<file path="src/hdl/rlcm_pkg.sv">
// Shared types and constants of the rpm LED color mapper.
`timescale 1ns / 1ps

package rlcm_pkg;

  localparam int unsigned MaxEntriesDef = 16;
  localparam int unsigned LedCountDef   = 14;
  localparam int unsigned ChCount       = 3;
  localparam int unsigned LedIdxW       = 4;
  localparam int unsigned MaskW         = 14;
  localparam int unsigned RpmW          = 15;
  localparam int unsigned ProdW         = 23;
  localparam int unsigned QuotW         = 8;

  localparam logic [1:0] ActClear = 2'd0;
  localparam logic [1:0] ActAdd   = 2'd1;
  localparam logic [1:0] ActRpm   = 2'd2;

  typedef struct packed {
    logic [1:0]            blink;
    logic [MaskW-1:0]      mask;
    logic [ChCount-1:0][7:0] end_col;
    logic [ChCount-1:0][7:0] start_col;
    logic [RpmW-1:0]       end_rpm;
    logic [RpmW-1:0]       start_rpm;
  } entry_t;

  typedef struct packed {
    logic [1:0]              blink;
    logic [ChCount-1:0][7:0] col;
  } led_t;

endpackage

</file>
<file path="src/hdl/rlcm_ram.sv">
// Generic single-port-write, registered-read RAM.
`timescale 1ns / 1ps

module rlcm_ram #(
  parameter int unsigned WIDTH = 8,
  parameter int unsigned DEPTH = 16,
  localparam int unsigned AW = (DEPTH > 1) ? $clog2(DEPTH) : 1
) (
  input  logic             clk_i,
  input  logic             we_i,
  input  logic [AW-1:0]    waddr_i,
  input  logic [WIDTH-1:0] wdata_i,
  input  logic             re_i,
  input  logic [AW-1:0]    raddr_i,
  output logic [WIDTH-1:0] rdata_o
);

  logic [WIDTH-1:0] mem_q [DEPTH];
  logic [WIDTH-1:0] rdata_q;

  always_ff @(posedge clk_i) begin
    if (we_i) begin
      mem_q[waddr_i] <= wdata_i;
    end
    if (re_i) begin
      rdata_q <= mem_q[raddr_i];
    end
  end

  assign rdata_o = rdata_q;

endmodule

</file>
<file path="src/hdl/rpm_led_color_mapper.sv">
// Top level of the rpm LED color mapper: entry table, interpolation engine, LED output.
// A clear or add beat moves to the reply state, which posts its result beat once the
//   output register is free. Rpm beats: each stored entry is read and band-checked; a
//   miss or an entry with equal bounds moves on, a sloped hit runs an 8-step restoring
//   divider per color channel and then applies; a final read closes the walk and the
//   LED results stream out. A new beat is taken only when the last one is fully posted.
// Reset: entry count, state machine, LED buffer and output valid clear; table RAM is
//   not cleared, entries above the count are never read.
`timescale 1ns / 1ps

module rpm_led_color_mapper
  import rlcm_pkg::*;
#(
  parameter int unsigned MAX_ENTRIES = MaxEntriesDef,
  parameter int unsigned LED_COUNT   = LedCountDef
) (
  input  logic               clk_i,
  input  logic               rst_ni,
  input  logic               in_valid_i,
  output logic               in_ready_o,
  input  logic [1:0]         action_i,
  input  logic [RpmW-1:0]    rpm_i,
  input  logic [RpmW-1:0]    start_rpm_i,
  input  logic [RpmW-1:0]    end_rpm_i,
  input  logic [7:0]         start_red_i,
  input  logic [7:0]         start_green_i,
  input  logic [7:0]         start_blue_i,
  input  logic [7:0]         end_red_i,
  input  logic [7:0]         end_green_i,
  input  logic [7:0]         end_blue_i,
  input  logic [MaskW-1:0]   led_mask_i,
  input  logic [1:0]         blink_code_i,
  output logic               out_valid_o,
  input  logic               out_ready_i,
  output logic [LedIdxW-1:0] led_index_o,
  output logic [7:0]         red_o,
  output logic [7:0]         green_o,
  output logic [7:0]         blue_o,
  output logic [1:0]         blink_rate_o,
  output logic               accepted_o,
  output logic               last_o
);

  // Table address, entry count, LED index and entry widths.
  localparam int unsigned AW = (MAX_ENTRIES > 1) ? $clog2(MAX_ENTRIES) : 1;
  localparam int unsigned CW = $clog2(MAX_ENTRIES + 1);
  localparam int unsigned LW = (LED_COUNT > 1) ? $clog2(LED_COUNT) : 1;
  localparam int unsigned EW = $bits(entry_t);

  // Sequencer states.
  localparam logic [2:0] S_IDLE  = 3'd0;  // take a beat
  localparam logic [2:0] S_REPLY = 3'd1;  // post the single clear/add result
  localparam logic [2:0] S_READ  = 3'd2;  // issue table read for entry k
  localparam logic [2:0] S_CHECK = 3'd3;  // band test, products or flat paint
  localparam logic [2:0] S_DIV   = 3'd4;  // one quotient bit per cycle
  localparam logic [2:0] S_APPLY = 3'd5;  // finish floor, paint masked LEDs
  localparam logic [2:0] S_EMIT  = 3'd6;  // stream LED results

  logic [2:0]    state_q, state_d;
  logic [CW-1:0] cnt_q, cnt_d;
  logic [CW-1:0] k_q, k_d;
  logic          acc_q, acc_d;
  logic [RpmW-1:0] rpm_q, rpm_d;
  logic [LW-1:0] led_cnt_q, led_cnt_d;

  // Interpolation datapath, one lane per color channel.
  logic [RpmW-1:0]               d_q;
  logic [2:0]                    bit_q;
  logic [ChCount-1:0][ProdW-1:0] rem_q;
  logic [ChCount-1:0][QuotW-1:0] quo_q;
  logic [ChCount-1:0]            neg_q;
  logic [ChCount-1:0][7:0]       base_q;
  logic [MaskW-1:0]              mask_q;
  logic [1:0]                    blink_q;

  led_t led_q [LED_COUNT];

  logic       out_valid_q;
  logic       out_free;
  logic       in_fire;

  // Table RAM, one entry per add while the table has room.
  entry_t   wr_entry, rd_entry;
  logic [EW-1:0] rd_raw;
  logic     ram_we, ram_re;

  assign in_ready_o = (state_q == S_IDLE);
  assign in_fire    = in_valid_i && in_ready_o;
  assign out_free   = !out_valid_q || out_ready_i;

  always_comb begin
    wr_entry.blink     = blink_code_i;
    wr_entry.mask      = led_mask_i;
    wr_entry.end_col   = {end_blue_i, end_green_i, end_red_i};
    wr_entry.start_col = {start_blue_i, start_green_i, start_red_i};
    wr_entry.end_rpm   = end_rpm_i;
    wr_entry.start_rpm = start_rpm_i;
  end

  assign ram_we = in_fire && (action_i == ActAdd) && (cnt_q < CW'(MAX_ENTRIES));
  assign ram_re = (state_q == S_READ) && (k_q != cnt_q);

  rlcm_ram #(
    .WIDTH (EW),
    .DEPTH (MAX_ENTRIES)
  ) u_table (
    .clk_i   (clk_i),
    .we_i    (ram_we),
    .waddr_i (cnt_q[AW-1:0]),
    .wdata_i (wr_entry),
    .re_i    (ram_re),
    .raddr_i (k_q[AW-1:0]),
    .rdata_o (rd_raw)
  );

  assign rd_entry = entry_t'(rd_raw);

  // Band test on the entry just read.
  logic            band_hit, band_flat;
  logic [RpmW-1:0] span_n, span_d;
  assign band_hit  = (rpm_q >= rd_entry.start_rpm) && (rpm_q <= rd_entry.end_rpm);
  assign band_flat = (rd_entry.start_rpm == rd_entry.end_rpm);
  assign span_n    = rpm_q - rd_entry.start_rpm;
  assign span_d    = rd_entry.end_rpm - rd_entry.start_rpm;

  // Per-channel magnitude of color delta times rpm offset.
  logic [ChCount-1:0]            ch_neg;
  logic [ChCount-1:0][7:0]       ch_mag;
  logic [ChCount-1:0][ProdW-1:0] ch_prod;
  always_comb begin
    for (int c = 0; c < ChCount; c++) begin
      ch_neg[c]  = rd_entry.end_col[c] < rd_entry.start_col[c];
      ch_mag[c]  = ch_neg[c] ? (rd_entry.start_col[c] - rd_entry.end_col[c])
                             : (rd_entry.end_col[c] - rd_entry.start_col[c]);
      ch_prod[c] = {15'd0, ch_mag[c]} * {8'd0, span_n};
    end
  end

  // Restoring divider step: quotient is known to stay below 256.
  logic [ProdW:0]                dsh;
  logic [ChCount-1:0][ProdW:0]   trial;
  assign dsh = (ProdW + 1)'(d_q) << bit_q;
  always_comb begin
    for (int c = 0; c < ChCount; c++) begin
      trial[c] = {1'b0, rem_q[c]} - dsh;
    end
  end

  // Floor correction: negative deltas round away from zero on a remainder.
  logic [ChCount-1:0][7:0] ch_res;
  logic [ChCount-1:0][8:0] ch_sub;
  always_comb begin
    for (int c = 0; c < ChCount; c++) begin
      ch_sub[c] = {1'b0, quo_q[c]} + 9'(rem_q[c] != '0);
      ch_res[c] = neg_q[c] ? 8'({1'b0, base_q[c]} - ch_sub[c])
                           : 8'(base_q[c] + quo_q[c]);
    end
  end

  // Sequencer.
  always_comb begin
    state_d   = state_q;
    cnt_d     = cnt_q;
    k_d       = k_q;
    acc_d     = acc_q;
    rpm_d     = rpm_q;
    led_cnt_d = led_cnt_q;
    unique case (state_q)
      S_IDLE: begin
        if (in_fire) begin
          priority if (action_i == ActClear) begin
            cnt_d   = '0;
            acc_d   = 1'b1;
            state_d = S_REPLY;
          end else if (action_i == ActAdd) begin
            acc_d   = ram_we;
            if (ram_we) begin
              cnt_d = cnt_q + 1'b1;
            end
            state_d = S_REPLY;
          end else if (action_i == ActRpm) begin
            rpm_d   = rpm_i;
            k_d     = '0;
            state_d = S_READ;
          end else begin
            state_d = S_IDLE;
          end
        end
      end
      S_REPLY: begin
        if (out_free) begin
          state_d = S_IDLE;
        end
      end
      S_READ: begin
        if (k_q == cnt_q) begin
          led_cnt_d = '0;
          state_d   = S_EMIT;
        end else begin
          state_d = S_CHECK;
        end
      end
      S_CHECK: begin
        if (band_hit && !band_flat) begin
          state_d = S_DIV;
        end else begin
          k_d     = k_q + 1'b1;
          state_d = S_READ;
        end
      end
      S_DIV: begin
        if (bit_q == '0) begin
          state_d = S_APPLY;
        end
      end
      S_APPLY: begin
        k_d     = k_q + 1'b1;
        state_d = S_READ;
      end
      S_EMIT: begin
        if (out_free) begin
          led_cnt_d = led_cnt_q + 1'b1;
          if (led_cnt_q == LW'(LED_COUNT - 1)) begin
            state_d = S_IDLE;
          end
        end
      end
      default: begin
        state_d = S_IDLE;
      end
    endcase
  end

  always_ff @(posedge clk_i or negedge rst_ni) begin
    if (!rst_ni) begin
      state_q   <= S_IDLE;
      cnt_q     <= '0;
      k_q       <= '0;
      acc_q     <= 1'b0;
      rpm_q     <= '0;
      led_cnt_q <= '0;
    end else begin
      state_q   <= state_d;
      cnt_q     <= cnt_d;
      k_q       <= k_d;
      acc_q     <= acc_d;
      rpm_q     <= rpm_d;
      led_cnt_q <= led_cnt_d;
    end
  end

  // Divider lanes: load on each band check, then shift one quotient bit per cycle.
  always_ff @(posedge clk_i) begin
    if (state_q == S_CHECK) begin
      d_q     <= span_d;
      bit_q   <= 3'(QuotW - 1);
      mask_q  <= rd_entry.mask;
      blink_q <= rd_entry.blink;
      for (int c = 0; c < ChCount; c++) begin
        rem_q[c]  <= ch_prod[c];
        quo_q[c]  <= '0;
        neg_q[c]  <= ch_neg[c];
        base_q[c] <= rd_entry.start_col[c];
      end
    end else if (state_q == S_DIV) begin
      bit_q <= bit_q - 1'b1;
      for (int c = 0; c < ChCount; c++) begin
        if (!trial[c][ProdW]) begin
          rem_q[c]        <= trial[c][ProdW-1:0];
          quo_q[c][bit_q] <= 1'b1;
        end
      end
    end
  end

  // LED buffer: clear on each rpm beat, paint masked LEDs, later entries win.
  always_ff @(posedge clk_i or negedge rst_ni) begin
    if (!rst_ni) begin
      for (int i = 0; i < LED_COUNT; i++) begin
        led_q[i] <= '0;
      end
    end else begin
      for (int i = 0; i < LED_COUNT; i++) begin
        priority if (in_fire && (action_i == ActRpm)) begin
          led_q[i] <= '0;
        end else if ((state_q == S_CHECK) && band_hit && band_flat
                     && rd_entry.mask[i]) begin
          led_q[i].col   <= rd_entry.end_col;
          led_q[i].blink <= rd_entry.blink;
        end else if ((state_q == S_APPLY) && mask_q[i]) begin
          led_q[i].col   <= ch_res;
          led_q[i].blink <= blink_q;
        end else begin
          led_q[i] <= led_q[i];
        end
      end
    end
  end

  // Output register: holds one result beat until taken.
  logic               load_reply, load_led;
  logic [LedIdxW-1:0] oidx_q;
  logic [ChCount-1:0][7:0] ocol_q;
  logic [1:0]         oblink_q;
  logic               oacc_q, olast_q;

  assign load_reply = (state_q == S_REPLY) && out_free;
  assign load_led   = (state_q == S_EMIT) && out_free;

  always_ff @(posedge clk_i or negedge rst_ni) begin
    if (!rst_ni) begin
      out_valid_q <= 1'b0;
    end else if (load_reply || load_led) begin
      out_valid_q <= 1'b1;
    end else if (out_ready_i) begin
      out_valid_q <= 1'b0;
    end
  end

  always_ff @(posedge clk_i) begin
    if (load_reply) begin
      oidx_q   <= '0;
      ocol_q   <= '0;
      oblink_q <= '0;
      oacc_q   <= acc_q;
      olast_q  <= 1'b1;
    end else if (load_led) begin
      oidx_q   <= LedIdxW'(led_cnt_q);
      ocol_q   <= led_q[led_cnt_q].col;
      oblink_q <= led_q[led_cnt_q].blink;
      oacc_q   <= 1'b0;
      olast_q  <= (led_cnt_q == LW'(LED_COUNT - 1));
    end
  end

  assign out_valid_o  = out_valid_q;
  assign led_index_o  = oidx_q;
  assign red_o        = ocol_q[0];
  assign green_o      = ocol_q[1];
  assign blue_o       = ocol_q[2];
  assign blink_rate_o = oblink_q;
  assign accepted_o   = oacc_q;
  assign last_o       = olast_q;

  // Checks.
  a_cnt_bound: assert property (@(posedge clk_i) disable iff (!rst_ni)
    cnt_q <= CW'(MAX_ENTRIES))
    else $error("entry count above table depth");

  a_read_in_table: assert property (@(posedge clk_i) disable iff (!rst_ni)
    ram_re |-> (k_q < cnt_q))
    else $error("table read beyond stored entries");

  a_check_after_read: assert property (@(posedge clk_i) disable iff (!rst_ni)
    (state_q == S_CHECK) |-> ($past(state_q) == S_READ))
    else $error("band check without a preceding table read");

  a_mid_beat: assert property (@(posedge clk_i) disable iff (!rst_ni)
    (out_valid_o && !last_o) |-> (!accepted_o && (led_index_o != LedIdxW'(LED_COUNT - 1))))
    else $error("non-final result beat carries final-beat marks");

endmodule
</file>
<file path="config.mk">
export PLATFORM = sky130hd
export DESIGN_NAME = rpm_led_color_mapper
export DESIGN_NICKNAME = d
export VERILOG_FILES = /design/src/hdl/rlcm_pkg.sv /design/src/hdl/rlcm_ram.sv /design/src/hdl/rpm_led_color_mapper.sv
export SDC_FILE = /design/constraint.sdc
export NUM_CORES = 2
export LEC_CHECK = 0
export BUFFER_PORTS_ARGS = -buffer_cell sky130_fd_sc_hd__buf_4
export CORE_MARGIN = 3
export CORE_UTILIZATION = 45
export DETAILED_ROUTE_END_ITERATION = 10
export PLACE_DENSITY_LB_ADDON = 0.1
export SLEW_MARGIN = 20
export SYNTH_ARGS = -nofsm -noshare
export SYNTH_HDL_FRONTEND = slang
export SYNTH_SLANG_ARGS = --single-unit
</file>
<file path="constraint.sdc">
create_clock -name clk_i -period 8.7 [get_ports clk_i]
set_input_delay 0.435 -clock clk_i [delete_from_list [all_inputs] [get_ports clk_i]]
set_output_delay 0.435 -clock clk_i [all_outputs]
set_load 0.01 [all_outputs]
</file>
==> summary.txt <==
status - finished, final reports clean
io pins - 149
Clk Latency, worst-skew pair - 0.89 ns
number of synthesized register bits - 2182
number of detailed-route iterations in the first pass - 6
top cell type's share of synthesized area - 0.482
gr ovfl total - 0
met1 track demand over resource - 0.367
R2R Path End - rem_q[22]
# hold bufs at CTS - 113
Layout Utilization - 0.514
CP arrival - 8.68 ns
Filler cells - 19886
post-synth cell types - 84
Slew Viols, Final - 0
critical path startpoint category - flop
initial antenna violation count - 32
Clock Sinks - 2182
pre-CTS setup slack - 0.583 ns
Crit-path slowest cell - fa_1
CTS tree - done
crit path capture type - flop
R2R Path Start - u_table.rdata_o[54]
hold path endpoint - state_q[0]
hold_ws - 0.0510 ns
Synth warnings - 0
Resized cells post-CTS - 0
Tmin final - 8.11 ns
Post-Synthesis Cell Area - 107000 µm²
Seq/Total Area, Yosys - 0.586
# setup viols final - 0
Final WS setup - 0.589 ns
share of post-route cells with drive strength above 1 - 0.170
most used routing layer - met2
FF-to-FF setup slack - 0.59 ns
worst slew pin tran - 1.27 ns
Main synth FF type - edfxtp_1
Hold Crit Depth - 4
global-route met2 utilization - 0.408
Vias/cell - 5.96
Fin Setup TNS - 0 ns
syn_nets - 8291
Async S/R FF share, synth - 0.182
Total GRT Usage - 0.258
Worst Setup Path Type - reg -> reg
Rows - 178
initial drt markers - 6415
post-route ant nets - 0
Worst Reg-to-Reg Cells - 29
RSZ-0062 raised after global routing - false
critical path's most frequent cell - fa_1
CTS buffer count - 230
Post-CTS Setup Repair Bufs - 0
chip width - 495 µm
worst clock skew - 0.0638 ns
largest area contributor in the netlist - edfxtp_1
die area - 245000 µm²
met3 usage - 0.0480
core area - 236000 µm²
Clock transition at path regs - 0.06 ns
Critical Path Max Stage Delay - 0.56 ns
Final nets - 8504
DIE HEIGHT - 495 µm
DR DRC count - 0
Slew headroom - 0.148
CTS root buf - clkbuf_16
final wirelength - 316000 µm
pin count of the biggest net entering global routing - 144
Area Overhead vs Synth - 13.0%
Tcrit/Tclk final - 0.932
Post-Syn Area per Cell - 14.2 µm²
Post-DP HPWL - 198000 µm
largest fanout on the critical path - 14
Syn Inst Count - 7572
initial core utilization - 0.455
vias in the first global route - 67225
wire per inst - 28.3 µm
Longest Clk Path Bufs - 3
RD Place Congestion - 0.885
Fmax achieved - 123 MHz
final hold vios - 0
Max Cap Violations - 0
global-route wire length before repair - 465000 µm
Hold Path Class - in -> reg
PortBufs - 148
WP data required - 9.27 ns
Post-synth EDFFs - 1726
hold_sp - out_ready_i
Area contributors post-synth - edfxtp_1 48%, mux4_2 12%, dfrtp_1 9.3%, fa_1 4.7%, ha_1 4.1%
H-tree Lvls - 4
via count - 66444
-- cells by family (layout without fill, tap and decap cells) --
| kind of cell | Yosys count | after routing | synth area share |
|---|---|---|---|
| DFF | 2182 | 2182 | 0.586 |
| other | 0 | 19 | 0 |
| and+or+nand+nor | 1722 | 1722 | 0.0693 |
| xor gates and xnor gates | 174 | 174 | 0.0142 |
| adders and majority gates | 604 | 604 | 0.0880 |
| muxes | 683 | 683 | 0.128 |
| AOI/OAI and AO/OA | 1265 | 1265 | 0.0812 |
| buffers and inverters | 942 | 1350 | 0.0335 |
-- cells in the final DEF, fill, tap and decap left out, types with 20 or more instances in the layout --
cell type / n
a211oi_1: 168
a21o_1: 70
a21oi_1: 322
a221o_1: 44
and2_1: 23
buf_4: 303
clkbuf_1: 54
clkbuf_16: 235
clkinv_1: 47
clkinv_2: 35
dfrtp_1: 390
dfxtp_1: 58
dlygate4sd3_1: 113
edfxtp_1: 1726
fa_1: 254
ha_1: 350
inv_1: 487
mux2_2: 35
mux2i_1: 93
mux4_2: 551
nand2_1: 635
nand2b_1: 29
nand3_1: 97
nand4_1: 31
nor2_1: 627
nor2b_1: 41
nor3_1: 79
o211ai_1: 83
o21a_1: 30
o21ai_0: 133
o21ai_1: 47
o21bai_1: 31
o221ai_1: 153
o22ai_1: 22
or2_2: 22
or3_1: 20
xnor2_1: 85
xor2_1: 74
-- per-layer routing --
layer | share of wire | vias up
li1 | - | 28975
met1 | 0.43 | 34631
met2 | 0.47 | 2346
met3 | 0.070 | 468
met4 | 0.029 | 24
met5 | 0.00046 | -
-- worst max-delay path, delay by kind of cell (launching register included) --
family | cells | cell delay (ns)
adder cells (fa/ha/maj) | 7 | 2.83
AO/OA/AOI/OAI | 11 | 2.69
AND/OR/NAND/NOR | 4 | 1.02
multiplexers | 2 | 0.51
flip-flops | 1 | 0.42
buffers and inverters | 4 | 0.24
XOR/XNOR | 1 | 0.14
-- area by class of cell --
class | instances | area [µm²] | area share
antenna | 19 | 47.5 | 0.000391
clock buffer | 307 | 6330 | 0.0521
clock inverter | 120 | 1250 | 0.0103
inverter | 489 | 1840 | 0.0152
multi-input combinational | 4448 | 41300 | 0.340
sequential | 2182 | 63000 | 0.518
tap | 3150 | 3940 | 0.0324
timing repair buffer | 434 | 3740 | 0.0308
-- flip-flops by register name, summed over array words and instances (netlist names), 3 cells and up --
name and count:
led_cnt_q 4, state_q 3, rem_q 69, u_table.mem_q 1504
base_q 24, neg_q 3, rpm_q 15, blue_o 8
mask_q 14, d_q 15, cnt_q 5, u_table.rdata_o 94
quo_q 24, bit_q 3, led_q 364, green_o 8
led_index_o 4, red_o 8, k_q 5
-- worst max-delay path by stage --
stage / end / depth (start not counted) / slack [ns] / startpoint
finish: rem_q[22] / 29 / 0.59 / u_table.rdata_o[54]
global route: rem_q[22] / 29 / 0.11 / u_table.rdata_o[54]
CTS: rem_q[22] / 29 / 0.55 / u_table.rdata_o[54]
detailed placement: rem_q[22] / 29 / 0.58 / u_table.rdata_o[54]
global placement: rem_q[66] / 29 / 0.86 / u_table.rdata_o[70]
floorplan: rem_q[45] / 30 / 1.56 / u_table.rdata_o[62]
-- metrics by stage --
step	area, µm²	std cells
final	121000	11149
after global routing	121000	11132
after CTS	121000	11129
after detailed placement	113000	10589
after global placement	113000	10588
after floorplan	108000	7572
-- cell usage after synthesis, drive strengths merged, types with 86 or more instances --
master,count
edfxtp,1726
nor2,643
nand2,636
mux4,551
inv,489
dfrtp,398
clkbuf,352
ha,350
a21oi,322
fa,254
o21ai,185
a211oi,184
o221ai,153
buf,101
nand3,101
mux2i,95
xnor2,95
nor3,86
Power is not shown: default switching activity piles up to over one toggle a cycle in this logic, so the estimate is an artifact.
